File: src/rtl/lprd_pkg.sv
// Shared types and constants for the length-prefixed request deframer.
// No dependencies; used by lprd_step and length_prefixed_request_deframer.
`default_nettype none

package lprd_pkg;

    localparam int BODY_W  = 24;
    localparam int ARG_W   = 16;
    localparam int SHIFT_W = 24;  // three earlier header bytes; the fourth is the live byte

    // configuration register indexes
    localparam logic CFG_MAX_BODY = 1'b0;
    localparam logic CFG_MAX_ARGS = 1'b1;

    localparam logic [BODY_W-1:0] MAX_BODY_RESET = 24'd4096;
    localparam logic [ARG_W-1:0]  MAX_ARGS_RESET = 16'd1024;

    typedef enum logic [3:0] {
        PH_LEN    = 4'b0001,
        PH_ARGC   = 4'b0010,
        PH_ARGLEN = 4'b0100,
        PH_DATA   = 4'b1000
    } phase_t;

    typedef enum logic [1:0] {
        CMD_UNKNOWN = 2'd0,
        CMD_GET     = 2'd1,
        CMD_SET     = 2'd2,
        CMD_DEL     = 2'd3
    } cmd_t;

    typedef enum logic [1:0] {
        ERR_NONE     = 2'd0,
        ERR_TOO_LONG = 2'd1,
        ERR_MALFORM  = 2'd2
    } err_t;

    // match flag bits
    localparam int M_GET = 0;
    localparam int M_SET = 1;
    localparam int M_DEL = 2;

    typedef struct packed {
        phase_t              phase;
        logic [1:0]          hdr_cnt;
        logic [SHIFT_W-1:0]  hdr_shift;
        logic [BODY_W-1:0]   body_rem;
        logic [ARG_W-1:0]    args_rem;
        logic [BODY_W-1:0]   arg_bytes_rem;
        logic [ARG_W-1:0]    cur_arg;
        logic [ARG_W-1:0]    total_args;
        logic [2:0]          match;
        logic                halt;
    } state_t;

    localparam state_t STATE_RESET = '{
        phase:         PH_LEN,
        hdr_cnt:       2'd0,
        hdr_shift:     '0,
        body_rem:      '0,
        args_rem:      '0,
        arg_bytes_rem: '0,
        cur_arg:       '0,
        total_args:    '0,
        match:         3'b111,
        halt:          1'b0
    };

    typedef struct packed {
        logic               data_valid;
        logic [7:0]         data_byte;
        logic [ARG_W-1:0]   arg_index;
        logic               arg_end;
        logic               frame_done;
        logic [ARG_W-1:0]   arg_count;
        cmd_t               command;
        err_t               error_code;
        logic               halted;
    } result_t;

endpackage

`default_nettype wire

File: src/rtl/lprd_step.sv
// Per-byte parse step: next parser state and the result for one stream byte.
// Pure combinational; uses lprd_pkg.
`default_nettype none

module lprd_step (
    input  wire logic [7:0]                   in_byte,
    input  wire lprd_pkg::state_t             state,
    input  wire logic [lprd_pkg::BODY_W-1:0]  max_body_length,
    input  wire logic [lprd_pkg::ARG_W-1:0]   max_arguments,
    output lprd_pkg::state_t                  state_next,
    output lprd_pkg::result_t                 result
);

    // command name letters, lower case
    function automatic logic [7:0] cmd_char(input int k, input logic [1:0] pos);
        logic [23:0] name;
        begin
            case (k)
                lprd_pkg::M_GET: name = "get";
                lprd_pkg::M_SET: name = "set";
                default:         name = "del";
            endcase
            case (pos)
                2'd0:    cmd_char = name[23:16];
                2'd1:    cmd_char = name[15:8];
                default: cmd_char = name[7:0];
            endcase
        end
    endfunction

    function automatic lprd_pkg::cmd_t classify(input logic [lprd_pkg::ARG_W-1:0] n,
                                                input logic [2:0] m);
        begin
            if (n == 16'd2 && m[lprd_pkg::M_GET])
                classify = lprd_pkg::CMD_GET;
            else if (n == 16'd3 && m[lprd_pkg::M_SET])
                classify = lprd_pkg::CMD_SET;
            else if (n == 16'd2 && m[lprd_pkg::M_DEL])
                classify = lprd_pkg::CMD_DEL;
            else
                classify = lprd_pkg::CMD_UNKNOWN;
        end
    endfunction

    always_comb
    begin
        lprd_pkg::state_t  ns;
        lprd_pkg::result_t r;
        lprd_pkg::err_t    err;
        logic [31:0]       v;
        logic [7:0]        lc;
        logic [1:0]        pos;
        logic              fin;
        logic              sect;

        ns   = state;
        r    = '0;
        err  = lprd_pkg::ERR_NONE;
        fin  = 1'b0;
        sect = 1'b0;
        v    = {in_byte, state.hdr_shift};
        lc   = (in_byte inside {[8'h41:8'h5A]}) ? in_byte + 8'd32 : in_byte;
        pos  = 2'd3 - state.arg_bytes_rem[1:0];

        if (state.halt)
        begin
            r.halted = 1'b1;
        end
        else
        begin
            if (state.phase != lprd_pkg::PH_LEN)
                ns.body_rem = state.body_rem - 24'd1;

            if (state.phase == lprd_pkg::PH_DATA)
            begin
                r.data_valid = 1'b1;
                r.data_byte  = in_byte;
                r.arg_index  = state.cur_arg;
                if (state.cur_arg == '0 && state.arg_bytes_rem >= 24'd1
                    && state.arg_bytes_rem <= 24'd3)
                begin
                    for (int k = 0; k < 3; k++)
                    begin
                        if (cmd_char(k, pos) != lc)
                            ns.match[k] = 1'b0;
                    end
                end
                ns.arg_bytes_rem = state.arg_bytes_rem - 24'd1;
                fin = (ns.arg_bytes_rem == '0);
            end
            else
            begin
                // little-endian header: new byte enters at the top
                ns.hdr_shift = {in_byte, state.hdr_shift[23:8]};
                ns.hdr_cnt   = state.hdr_cnt + 2'd1;
                if (state.hdr_cnt == 2'd3)
                begin
                    case (state.phase)
                        lprd_pkg::PH_LEN:
                        begin
                            if (v > {8'd0, max_body_length})
                                err = lprd_pkg::ERR_TOO_LONG;
                            else if (v < 32'd4)
                                err = lprd_pkg::ERR_MALFORM;
                            else
                            begin
                                ns.body_rem = v[23:0];
                                ns.match    = 3'b111;
                                ns.phase    = lprd_pkg::PH_ARGC;
                            end
                        end
                        lprd_pkg::PH_ARGC:
                        begin
                            if (v > {16'd0, max_arguments})
                                err = lprd_pkg::ERR_MALFORM;
                            else
                            begin
                                ns.args_rem   = v[15:0];
                                ns.total_args = v[15:0];
                                ns.cur_arg    = '0;
                                sect          = 1'b1;
                            end
                        end
                        default:
                        begin
                            // argument length header
                            if (v > {8'd0, ns.body_rem})
                                err = lprd_pkg::ERR_MALFORM;
                            else
                            begin
                                ns.arg_bytes_rem = v[23:0];
                                if (state.cur_arg == '0 && v != 32'd3)
                                    ns.match = 3'b000;
                                if (v == '0)
                                    fin = 1'b1;
                                else
                                    ns.phase = lprd_pkg::PH_DATA;
                            end
                        end
                    endcase
                end
            end

            if (fin)
            begin
                r.arg_index = state.cur_arg;
                r.arg_end   = 1'b1;
                ns.args_rem = ns.args_rem - 16'd1;
                ns.cur_arg  = state.cur_arg + 16'd1;
                sect        = 1'b1;
            end

            if (sect)
            begin
                if (ns.args_rem == '0)
                begin
                    if (ns.body_rem == '0)
                    begin
                        r.frame_done = 1'b1;
                        r.arg_count  = ns.total_args;
                        r.command    = classify(ns.total_args, ns.match);
                        ns.phase     = lprd_pkg::PH_LEN;
                    end
                    else
                        err = lprd_pkg::ERR_MALFORM;  // trailing bytes
                end
                else if (ns.body_rem < 24'd4)
                    err = lprd_pkg::ERR_MALFORM;      // no room for next arg header
                else
                    ns.phase = lprd_pkg::PH_ARGLEN;
            end

            if (err != lprd_pkg::ERR_NONE)
            begin
                ns.halt      = 1'b1;
                r.error_code = err;
                r.halted     = 1'b1;
            end
        end

        state_next = ns;
        result     = r;
    end

endmodule

`default_nettype wire

File: src/rtl/length_prefixed_request_deframer.sv
// Top level of the length-prefixed request deframer: channels, config
// registers, parser state and result register. Uses lprd_pkg and lprd_step.
//
//  channel | direction | handshake          | payload
//  --------+-----------+--------------------+------------------------------------
//  in      | sink      | in_valid/in_stall  | in_byte
//  out     | source    | out_valid/out_stall| data_valid .. halted (9 fields)
//  cfg     | sink      | cfg_valid/cfg_ready| cfg_index, cfg_data
//
// One input byte per cycle while in_stall is low; each result is registered as its byte is taken.
// The parser state update is the feedback loop, compare/decrement of a 24-bit count.
// in_stall rises only while a result sits unread under out_stall.
// Reset: parser waits for a body length header, limits return to 4096 / 1024.
// cfg writes are always ready.
`default_nettype none

module length_prefixed_request_deframer (
    input  wire logic                          clk,
    input  wire logic                          rst_n,

    input  wire logic                          in_valid,
    output logic                               in_stall,
    input  wire logic [7:0]                    in_byte,

    output logic                               out_valid,
    input  wire logic                          out_stall,
    output logic                               data_valid,
    output logic [7:0]                         data_byte,
    output logic [lprd_pkg::ARG_W-1:0]         arg_index,
    output logic                               arg_end,
    output logic                               frame_done,
    output logic [lprd_pkg::ARG_W-1:0]         arg_count,
    output logic [1:0]                         command,
    output logic [1:0]                         error_code,
    output logic                               halted,

    input  wire logic                          cfg_valid,
    output logic                               cfg_ready,
    input  wire logic                          cfg_index,
    input  wire logic [lprd_pkg::BODY_W-1:0]   cfg_data
);

    lprd_pkg::state_t              state_reg;
    lprd_pkg::state_t              state_next;
    lprd_pkg::result_t             result_reg;
    lprd_pkg::result_t             result_next;
    logic                          out_valid_reg;
    logic                          out_valid_next;
    logic [lprd_pkg::BODY_W-1:0]   max_body_reg;
    logic [lprd_pkg::ARG_W-1:0]    max_args_reg;
    logic                          in_take;

    assign in_stall  = out_valid_reg & out_stall;
    assign in_take   = in_valid & ~in_stall;
    assign cfg_ready = 1'b1;

    lprd_step u_step (
        .in_byte         (in_byte),
        .state           (state_reg),
        .max_body_length (max_body_reg),
        .max_arguments   (max_args_reg),
        .state_next      (state_next),
        .result          (result_next)
    );

    always_comb
    begin
        if (in_take)
            out_valid_next = 1'b1;
        else if (!out_stall)
            out_valid_next = 1'b0;
        else
            out_valid_next = out_valid_reg;
    end

    always_ff @(posedge clk or negedge rst_n)
    begin
        if (!rst_n)
        begin
            state_reg     <= lprd_pkg::STATE_RESET;
            out_valid_reg <= 1'b0;
            max_body_reg  <= lprd_pkg::MAX_BODY_RESET;
            max_args_reg  <= lprd_pkg::MAX_ARGS_RESET;
        end
        else
        begin
            out_valid_reg <= out_valid_next;
            if (in_take)
                state_reg <= state_next;
            if (cfg_valid)
            begin
                case (cfg_index)
                    lprd_pkg::CFG_MAX_BODY: max_body_reg <= cfg_data;
                    lprd_pkg::CFG_MAX_ARGS: max_args_reg <= cfg_data[lprd_pkg::ARG_W-1:0];
                    default: ;
                endcase
            end
        end
    end

    always_ff @(posedge clk)
    begin
        if (in_take)
            result_reg <= result_next;
    end

    assign out_valid  = out_valid_reg;
    assign data_valid = result_reg.data_valid;
    assign data_byte  = result_reg.data_byte;
    assign arg_index  = result_reg.arg_index;
    assign arg_end    = result_reg.arg_end;
    assign frame_done = result_reg.frame_done;
    assign arg_count  = result_reg.arg_count;
    assign command    = result_reg.command;
    assign error_code = result_reg.error_code;
    assign halted     = result_reg.halted;

endmodule

`default_nettype wire

File: config.mk
export PLATFORM = sky130hd
export DESIGN_NAME = length_prefixed_request_deframer
export DESIGN_NICKNAME = d
export VERILOG_FILES = /design/src/rtl/lprd_pkg.sv /design/src/rtl/lprd_step.sv /design/src/rtl/length_prefixed_request_deframer.sv
export SDC_FILE = /design/constraint.sdc
export NUM_CORES = 1
export LEC_CHECK = 0
export ABC_AREA = 1
export BUFFER_PORTS_ARGS = -buffer_cell sky130_fd_sc_hd__buf_4
export CORE_ASPECT_RATIO = 2
export CORE_MARGIN = 2
export CORE_UTILIZATION = 56
export CTS_CLUSTER_SIZE = 12
export DETAILED_ROUTE_END_ITERATION = 6
export GPL_TIMING_DRIVEN = 0
export PLACE_DENSITY_LB_ADDON = 0.2
export SLEW_MARGIN = 20
export SYNTH_ARGS = -nofsm -noshare
export SYNTH_HDL_FRONTEND = slang
export SYNTH_SLANG_ARGS = --single-unit
File: constraint.sdc
create_clock -name clk -period 3.9 [get_ports clk]
set_input_delay 0.975 -clock clk [delete_from_list [all_inputs] [get_ports clk]]
set_output_delay 0.975 -clock clk [all_outputs]
set_load 0.1 [all_outputs]
=== Word level (Yosys, flattened, before mapping) ===
Index checks and enable logic that the tools add are counted.

* Flip-flop bits (word level): 219
* Bits of input ports: 38
* Word-level logic and storage cells: 185

* Add/sub/neg operators: 7
* Magnitude comparators: 9
* Equal/unequal tests: 18
* Mux-type cells: 89
* Bitwise operators: 10
* Reduce and logical (&&, ||, !) cells: 29

{| class="wikitable"
|+ Operator list
! operator !! number
|-
| 24-bit 2-to-1 mux || 8
|-
| 70-bit 2-to-1 mux || 2
|-
| 32-bit 2-to-1 mux || 4
|-
| 99-bit 2-to-1 mux || 1
|-
| 16-bit 2-to-1 mux || 5
|-
| 8-bit 2-to-1 mux || 10
|-
| 32-bit by 24-bit greater-than comparator with 1-bit output || 2
|-
| 24-bit zero test || 2
|-
| 24-bit by 1-bit subtractor with 24-bit output (second input constant) || 2
|-
| 4-bit 2-to-1 mux || 9
|-
| 16-bit by 2-bit equality test with 1-bit output (second input constant) || 2
|-
| 32-bit by 16-bit greater-than comparator with 1-bit output || 1
|-
| 16-bit zero test || 2
|-
| 32-bit zero test || 1
|-
| 32-bit by 3-bit less-than comparator with 1-bit output (second input constant) || 1
|-
| 32-bit by 2-bit != test with 1-bit output (second input constant) || 1
|-
| 2-bit 2-to-1 mux || 14
|-
| 25-bit 2-to-1 mux || 1
|-
| 24-bit by 1-bit >= comparator with 1-bit output (second input constant) || 1
|-
| 24-bit by 2-bit <= comparator with 1-bit output (second input constant) || 1
|-
| 24-bit by 3-bit less-than comparator with 1-bit output (second input constant) || 1
|-
| 8-bit != test || 3
|-
| 3-bit 2-to-1 mux || 7
|-
| 1-bit 2-to-1 mux || 20
|-
| 36 further kinds || 61
|}

=== Depth between registers and ports, before layout ===
* Word-level depth: 19
* Gate-level depth with buffers: 36
* Gate-level depth less buffers: 36

=== Hierarchy ===
From an unflattened synthesis, not the netlist that was laid out.

* Cells, all modules: 2,305
* Area, all modules: 15,780.1 µm²

{| class="wikitable"
|+ Modules (own cells, without submodules)
! module !! instances !! cells each !! area an instance (µm²) !! sequential area each (µm²)
|-
| length_prefixed_request_deframer || 1 || 793 || 8,167.8 || 5,728.0
|-
| lprd_step || 1 || 1,512 || 7,612.3 || 0.0
|}

=== Least setup slack after synthesis ===
No wires, ideal clock.

* Path kind: input port to flip-flop
* Start point: input port out_stall
* End point: register state_reg[100] (netlist name)
* Library setup time: 0.133 ns
* Arrival time: 5.280 ns
* Required time: 3.767 ns
* Path slack: -1.513 ns
* Cell stages on the path: 10
* Path buffers: 2
* Path through: nand2_1 -> inv_1 -> nor2_1 -> inv_1 -> nor2_1 -> inv_2 -> nor2_1 -> clkbuf_1 -> clkbuf_1 -> o21ai_0

* Cells in the longest elaborated chain, start to end: 4

{| class="wikitable"
|+ RTL lines
! what !! RTL line !! text
|-
| start: declaration || length_prefixed_request_deframer.sv:26 || <nowiki>input wire logic out_stall,</nowiki>
|-
| 1-bit bitwise AND || length_prefixed_request_deframer.sv:53 || <nowiki>assign in_stall = out_valid_reg & out_stall;</nowiki>
|-
| via in_stall || length_prefixed_request_deframer.sv:22 || <nowiki>output logic in_stall,</nowiki>
|-
| 1-bit inverter || length_prefixed_request_deframer.sv:54 || <nowiki>assign in_take = in_valid & ~in_stall;</nowiki>
|-
| 1-bit bitwise AND || length_prefixed_request_deframer.sv:54 ||
|-
| via in_take || length_prefixed_request_deframer.sv:51 || <nowiki>logic in_take;</nowiki>
|-
| 3-bit AND reduction (no source line) || n/a ||
|-
| end signal: assignment || length_prefixed_request_deframer.sv:80 || <nowiki>state_reg <= lprd_pkg::STATE_RESET;</nowiki>
|-
| end signal: assignment || length_prefixed_request_deframer.sv:89 || <nowiki>state_reg <= state_next;</nowiki>
|-
| end: declaration || length_prefixed_request_deframer.sv:43 || <nowiki>lprd_pkg::state_t state_reg;</nowiki>
|}

The timed path passes the listed nets, and every way through them passes these cells.
A chain may end at the register's enable or synchronous reset.

=== Worst setup path after layout ===
* Start point: register state_reg[78] (netlist name)
* End point: register result_reg (netlist bit command[0]) (data pin)

* Cells in the longest elaborated chain, start to end: 14
* Elaborated cells between the ends (all ways): 35
* Classes of those cells: 1 x add/sub; 1 x order compare; 24 x mux; 3 x bitwise; 6 x reduce/logical

{| class="wikitable"
|+ RTL lines
! what !! RTL line !! text
|-
| 24-bit by 1-bit subtractor with 24-bit output || lprd_step.sv:72 || <nowiki>ns.body_rem = state.body_rem - 24'd1;</nowiki>
|-
| 24-bit 2-to-1 mux * || lprd_step.sv:71 || <nowiki>if (state.phase != lprd_pkg::PH_LEN)</nowiki>
|-
| 24-bit 2-to-1 mux * || lprd_step.sv:65 || <nowiki>if (state.halt)</nowiki>
|-
| 32-bit by 24-bit greater-than comparator with 1-bit output || lprd_step.sv:127 || <nowiki>if (v > {8'd0, ns.body_rem})</nowiki>
|-
| 1-bit 2-to-1 mux || lprd_step.sv:127 ||
|-
| 1-bit 2-to-1 mux || lprd_step.sv:98 || <nowiki>case (state.phase)</nowiki>
|-
| 1-bit 2-to-1 mux || lprd_step.sv:96 || <nowiki>if (state.hdr_cnt == 2'd3)</nowiki>
|-
| 1-bit 2-to-1 mux || lprd_step.sv:74 || <nowiki>if (state.phase == lprd_pkg::PH_DATA)</nowiki>
|-
| 1-bit 2-to-1 mux || lprd_step.sv:65 ||
|-
| 16-bit 2-to-1 mux || lprd_step.sv:144 || <nowiki>if (fin)</nowiki>
|-
| 16-bit 2-to-1 mux || lprd_step.sv:65 ||
|-
| 16-bit zero test || lprd_step.sv:155 || <nowiki>if (ns.args_rem == '0)</nowiki>
|-
| 1-bit inverter (no source line) || n/a ||
|-
| 4-bit OR reduction (no source line) || n/a ||
|-
| end signal: assignment || length_prefixed_request_deframer.sv:104 || <nowiki>result_reg <= result_next;</nowiki>
|-
| end: declaration || length_prefixed_request_deframer.sv:45 || <nowiki>lprd_pkg::result_t result_reg;</nowiki>
|}

Every way passes the cells marked *; elsewhere a longest branch is shown, timed or not. The select of a mux whose other input is x is not followed.

==> results.yml <==
clock_tree:
  cts.path.max_buffers: 3
  cts_buffers: 23
  cts_tree: "done"
  cts-htree-levels: 1
  clk_pin_slew_worst_paths_ns: 0.06
  cts-root-buf: "clkbuf_16"
  insertion_delay_ns: 0.54
  cts_sinks: 219
timing:
  hold_viol_final: 0
  maxSlewViolCount: 0
  setup_slack_ns: -0.706
  rsz0062_at_grt: "yes"
  skew_ns: 0.0231
  worstMarginPinSlew_ns: 0.706
  maxSlewHeadroom: 0.529
  min_period_ns: 4.61
  fmax_ghz: 0.217
  period_share: 1.18
  setup_viol_count_final: 47
critical_path:
  reg2reg_slack_ns: -0.71
  worst_r2r_startpoint: "state_reg[78]"
  cpLargestDelayFamily: "simple AND/OR/NAND/NOR gates"
  critPathKind: "flip-flop to flip-flop"
  max_stage_delay_ns: 0.44
  rr_endpoint: "command[0]"
  cp.required_ns: 4.29
  crit_arrival_ns: 4.99
  crit_path_end_kind: "flip-flop"
  critPathBufInv: 4
  rr_worst_depth: 29
  slowest_stage: "dfrtp_2"
  path_max_fanout: 5
  critPathLaunchType: "flip-flop"
synthesis:
  ys_dominant_reg_cell: "dfrtp_1"
  synth_compound_area_frac: 0.111
  yosysSeqAreaShare: 0.413
  yosys.cell_types.count: 52
  syn_area_per_cell_sq_um: 7.44
  synth_top_family_by_area: "simple AND/OR/NAND/NOR gates"
  yosys_warnings: 0
  synthXorXnorAreaFrac: 0.0207
  synth_area_sq_mm: 0.0139
  synthCells: 1867
  synth_edf_count: 48
  synthArstFlopShare: 0.781
  synth-simple-area-share: 0.293
  synth_mux_area_frac: 0
  syn_nets: 1981
  ys_seq_elements: 219
  synth_fa_ha_area_frac: 0.0685
finish:
  postLayoutCoreUtil: 0.697
  multi_input_area_sq_mm: 0.00756
  nets: 2157
  final_cell_mix: "nand2_1, inv_1, o21ai_0"
  synthToLayoutAreaGrowth_pct: 22.6
  fill_cells: 1984
  largest_reg_flops: 130
  final_common_cell: "nand2_1"
  register_area_sq_mm: 0.00574
  antenna_cells: 0
  final_cell_area_sq_mm: 0.0170
  layout.cells.non_filler: 2391
  drive_above_1_share: 0.197
global_routing:
  gr-total-overflow: 0
  antenna_found_initial: 0
  grt_pass1_vias: 13300
  grt_pass1_wl_um: 67700
  grt_usage: 0.338
  grt_max_degree: 93
floorplanning:
  die_w_um: 115
  rows: 81
  die_h_um: 227
  pin_count: 89
  initial_core_util: 0.568
  die_area_sq_mm: 0.0261
  core-area_sq_mm: 0.0244
outcome:
  violations: "design-rule violations, negative setup slack"
  status: "finished with violations"
place:
  dpl.hpwl_um: 32100
  post-place-cells: 2289
  gp_congestion: 1.02
  io_buffers: 87
  placed_area_sq_mm: 0.0151
flow_run:
  maxCapViolCount: 0
power:
  leakage_nw: 8.30
  total_power_mw: 5.62
  powerDensity_mw_per_mm2: 330
  irDropWorstVdd_v: 0.000383
detailed_routing:
  antenna_left: 0
  routed_wl_um: 44300
  first_pass_iters: 7
  drtIter0Drc: 1048
  avgViaCountPerCell: 5.66
  num_vias: 13500
  post_drt_wl_per_cell_um: 18.5
  drc: 1
worst_hold_path:
  hp-class: "input port to asynchronous set/reset pin"
## layout make-up
cell class,instances,share of cell area
Buffer,52,0.0148
Clock buffer,39,0.0397
Clock inverter,2,0.000809
Inverter,284,0.0634
Multi-Input combinational cell,1313,0.444
Sequential cell,219,0.337
Tap cell,332,0.0244
Timing Repair Buffer,150,0.0754
## report_power, final
group,switching [mW],internal [mW]
clock network,0.934,1.17
logic,0.625,0.291
registers,0.124,2.48
## worst reg2reg max path: cells and delay by family (launching register included)
kind,cells,cell delay [ns]
XOR/XNOR,1,0.21
buffers and inverters,4,0.51
flip-flops,1,0.44
adder cells (fa/ha/maj),1,0.32
AND/OR/NAND/NOR,21,2.79
AO/OA/AOI/OAI,2,0.17
## cell families after synthesis
group	after synthesis
AND/OR/NAND/NOR	917
buffers and inverters	336
AO/OA/AOI/OAI	286
flip-flops	219
adder cells (fa/ha/maj)	76
XOR/XNOR	32
other	1
## layer usage
metal	global-route usage	vias to the layer above	routed length, um
li1	-	6382	-
met1	0.326	6360	14600
met2	0.615	561	23300
met3	0.0454	221	2040
met4	0.283	0	4380
met5	0	-	0
## repair_timing
| item | 4_1_cts | 5_1_grt |
|---|---|---|
| buffers inserted | 41 | 22 |
| gates cloned | 3 | 0 |
| pin swaps | 38 | 44 |
| hold buffers | 0 | 0 |
| gates resized for setup | 88 | 120 |
| setup endpoints to repair | 91 | 89 |
## per-stage QoR
step,setup slack (ns),setup TNS (ns),hold WS [ns]
final,-0.706,-22.01,0.437
after global routing,-0.839,-29.30,0.493
after CTS,-0.556,-17.31,0.475
after detailed placement,-1.22,-48.87,0.466
after global placement,-1.17,-51.80,0.461
after floorplan,-0.000727,-0.00634,0.446
## worst max path at each step
| stage | startpoint | to | slack (ns) | depth (start not counted) |
|---|---|---|---|---|
| floorplan | state_reg[76] | arg_count[14] | -0.0007 | 33 |
| global placement | state_reg[127] | arg_count[12] | -1.17 | 33 |
| detailed placement | state_reg[127] | arg_count[11] | -1.22 | 33 |
| CTS | state_reg[78] | arg_count[11] | -0.56 | 33 |
| global route | state_reg[89] | command[0] | -0.84 | 32 |
| finish | state_reg[78] | command[0] | -0.71 | 29 |
## cells in the mapped netlist (10+ instances only)
master,count,area share
nand2_1,509,0.14
inv_1,261,0.071
o21ai_0,184,0.066
nor2_1,169,0.046
dfrtp_1,165,0.30
nand3_1,84,0.030
ha_1,76,0.068
edfxtp_1,48,0.10
a21oi_1,46,0.017
nand4_1,45,0.020
clkbuf_1,42,0.011
nor3_1,38,0.014
xor2_1,27,0.017
inv_2,20,0.0054
nor2_2,17,0.0077
o22ai_1,17,0.0077
nor2_4,16,0.013
nand2_2,10,0.0045
No activity file was read; power rests on OpenSTA's default activity.
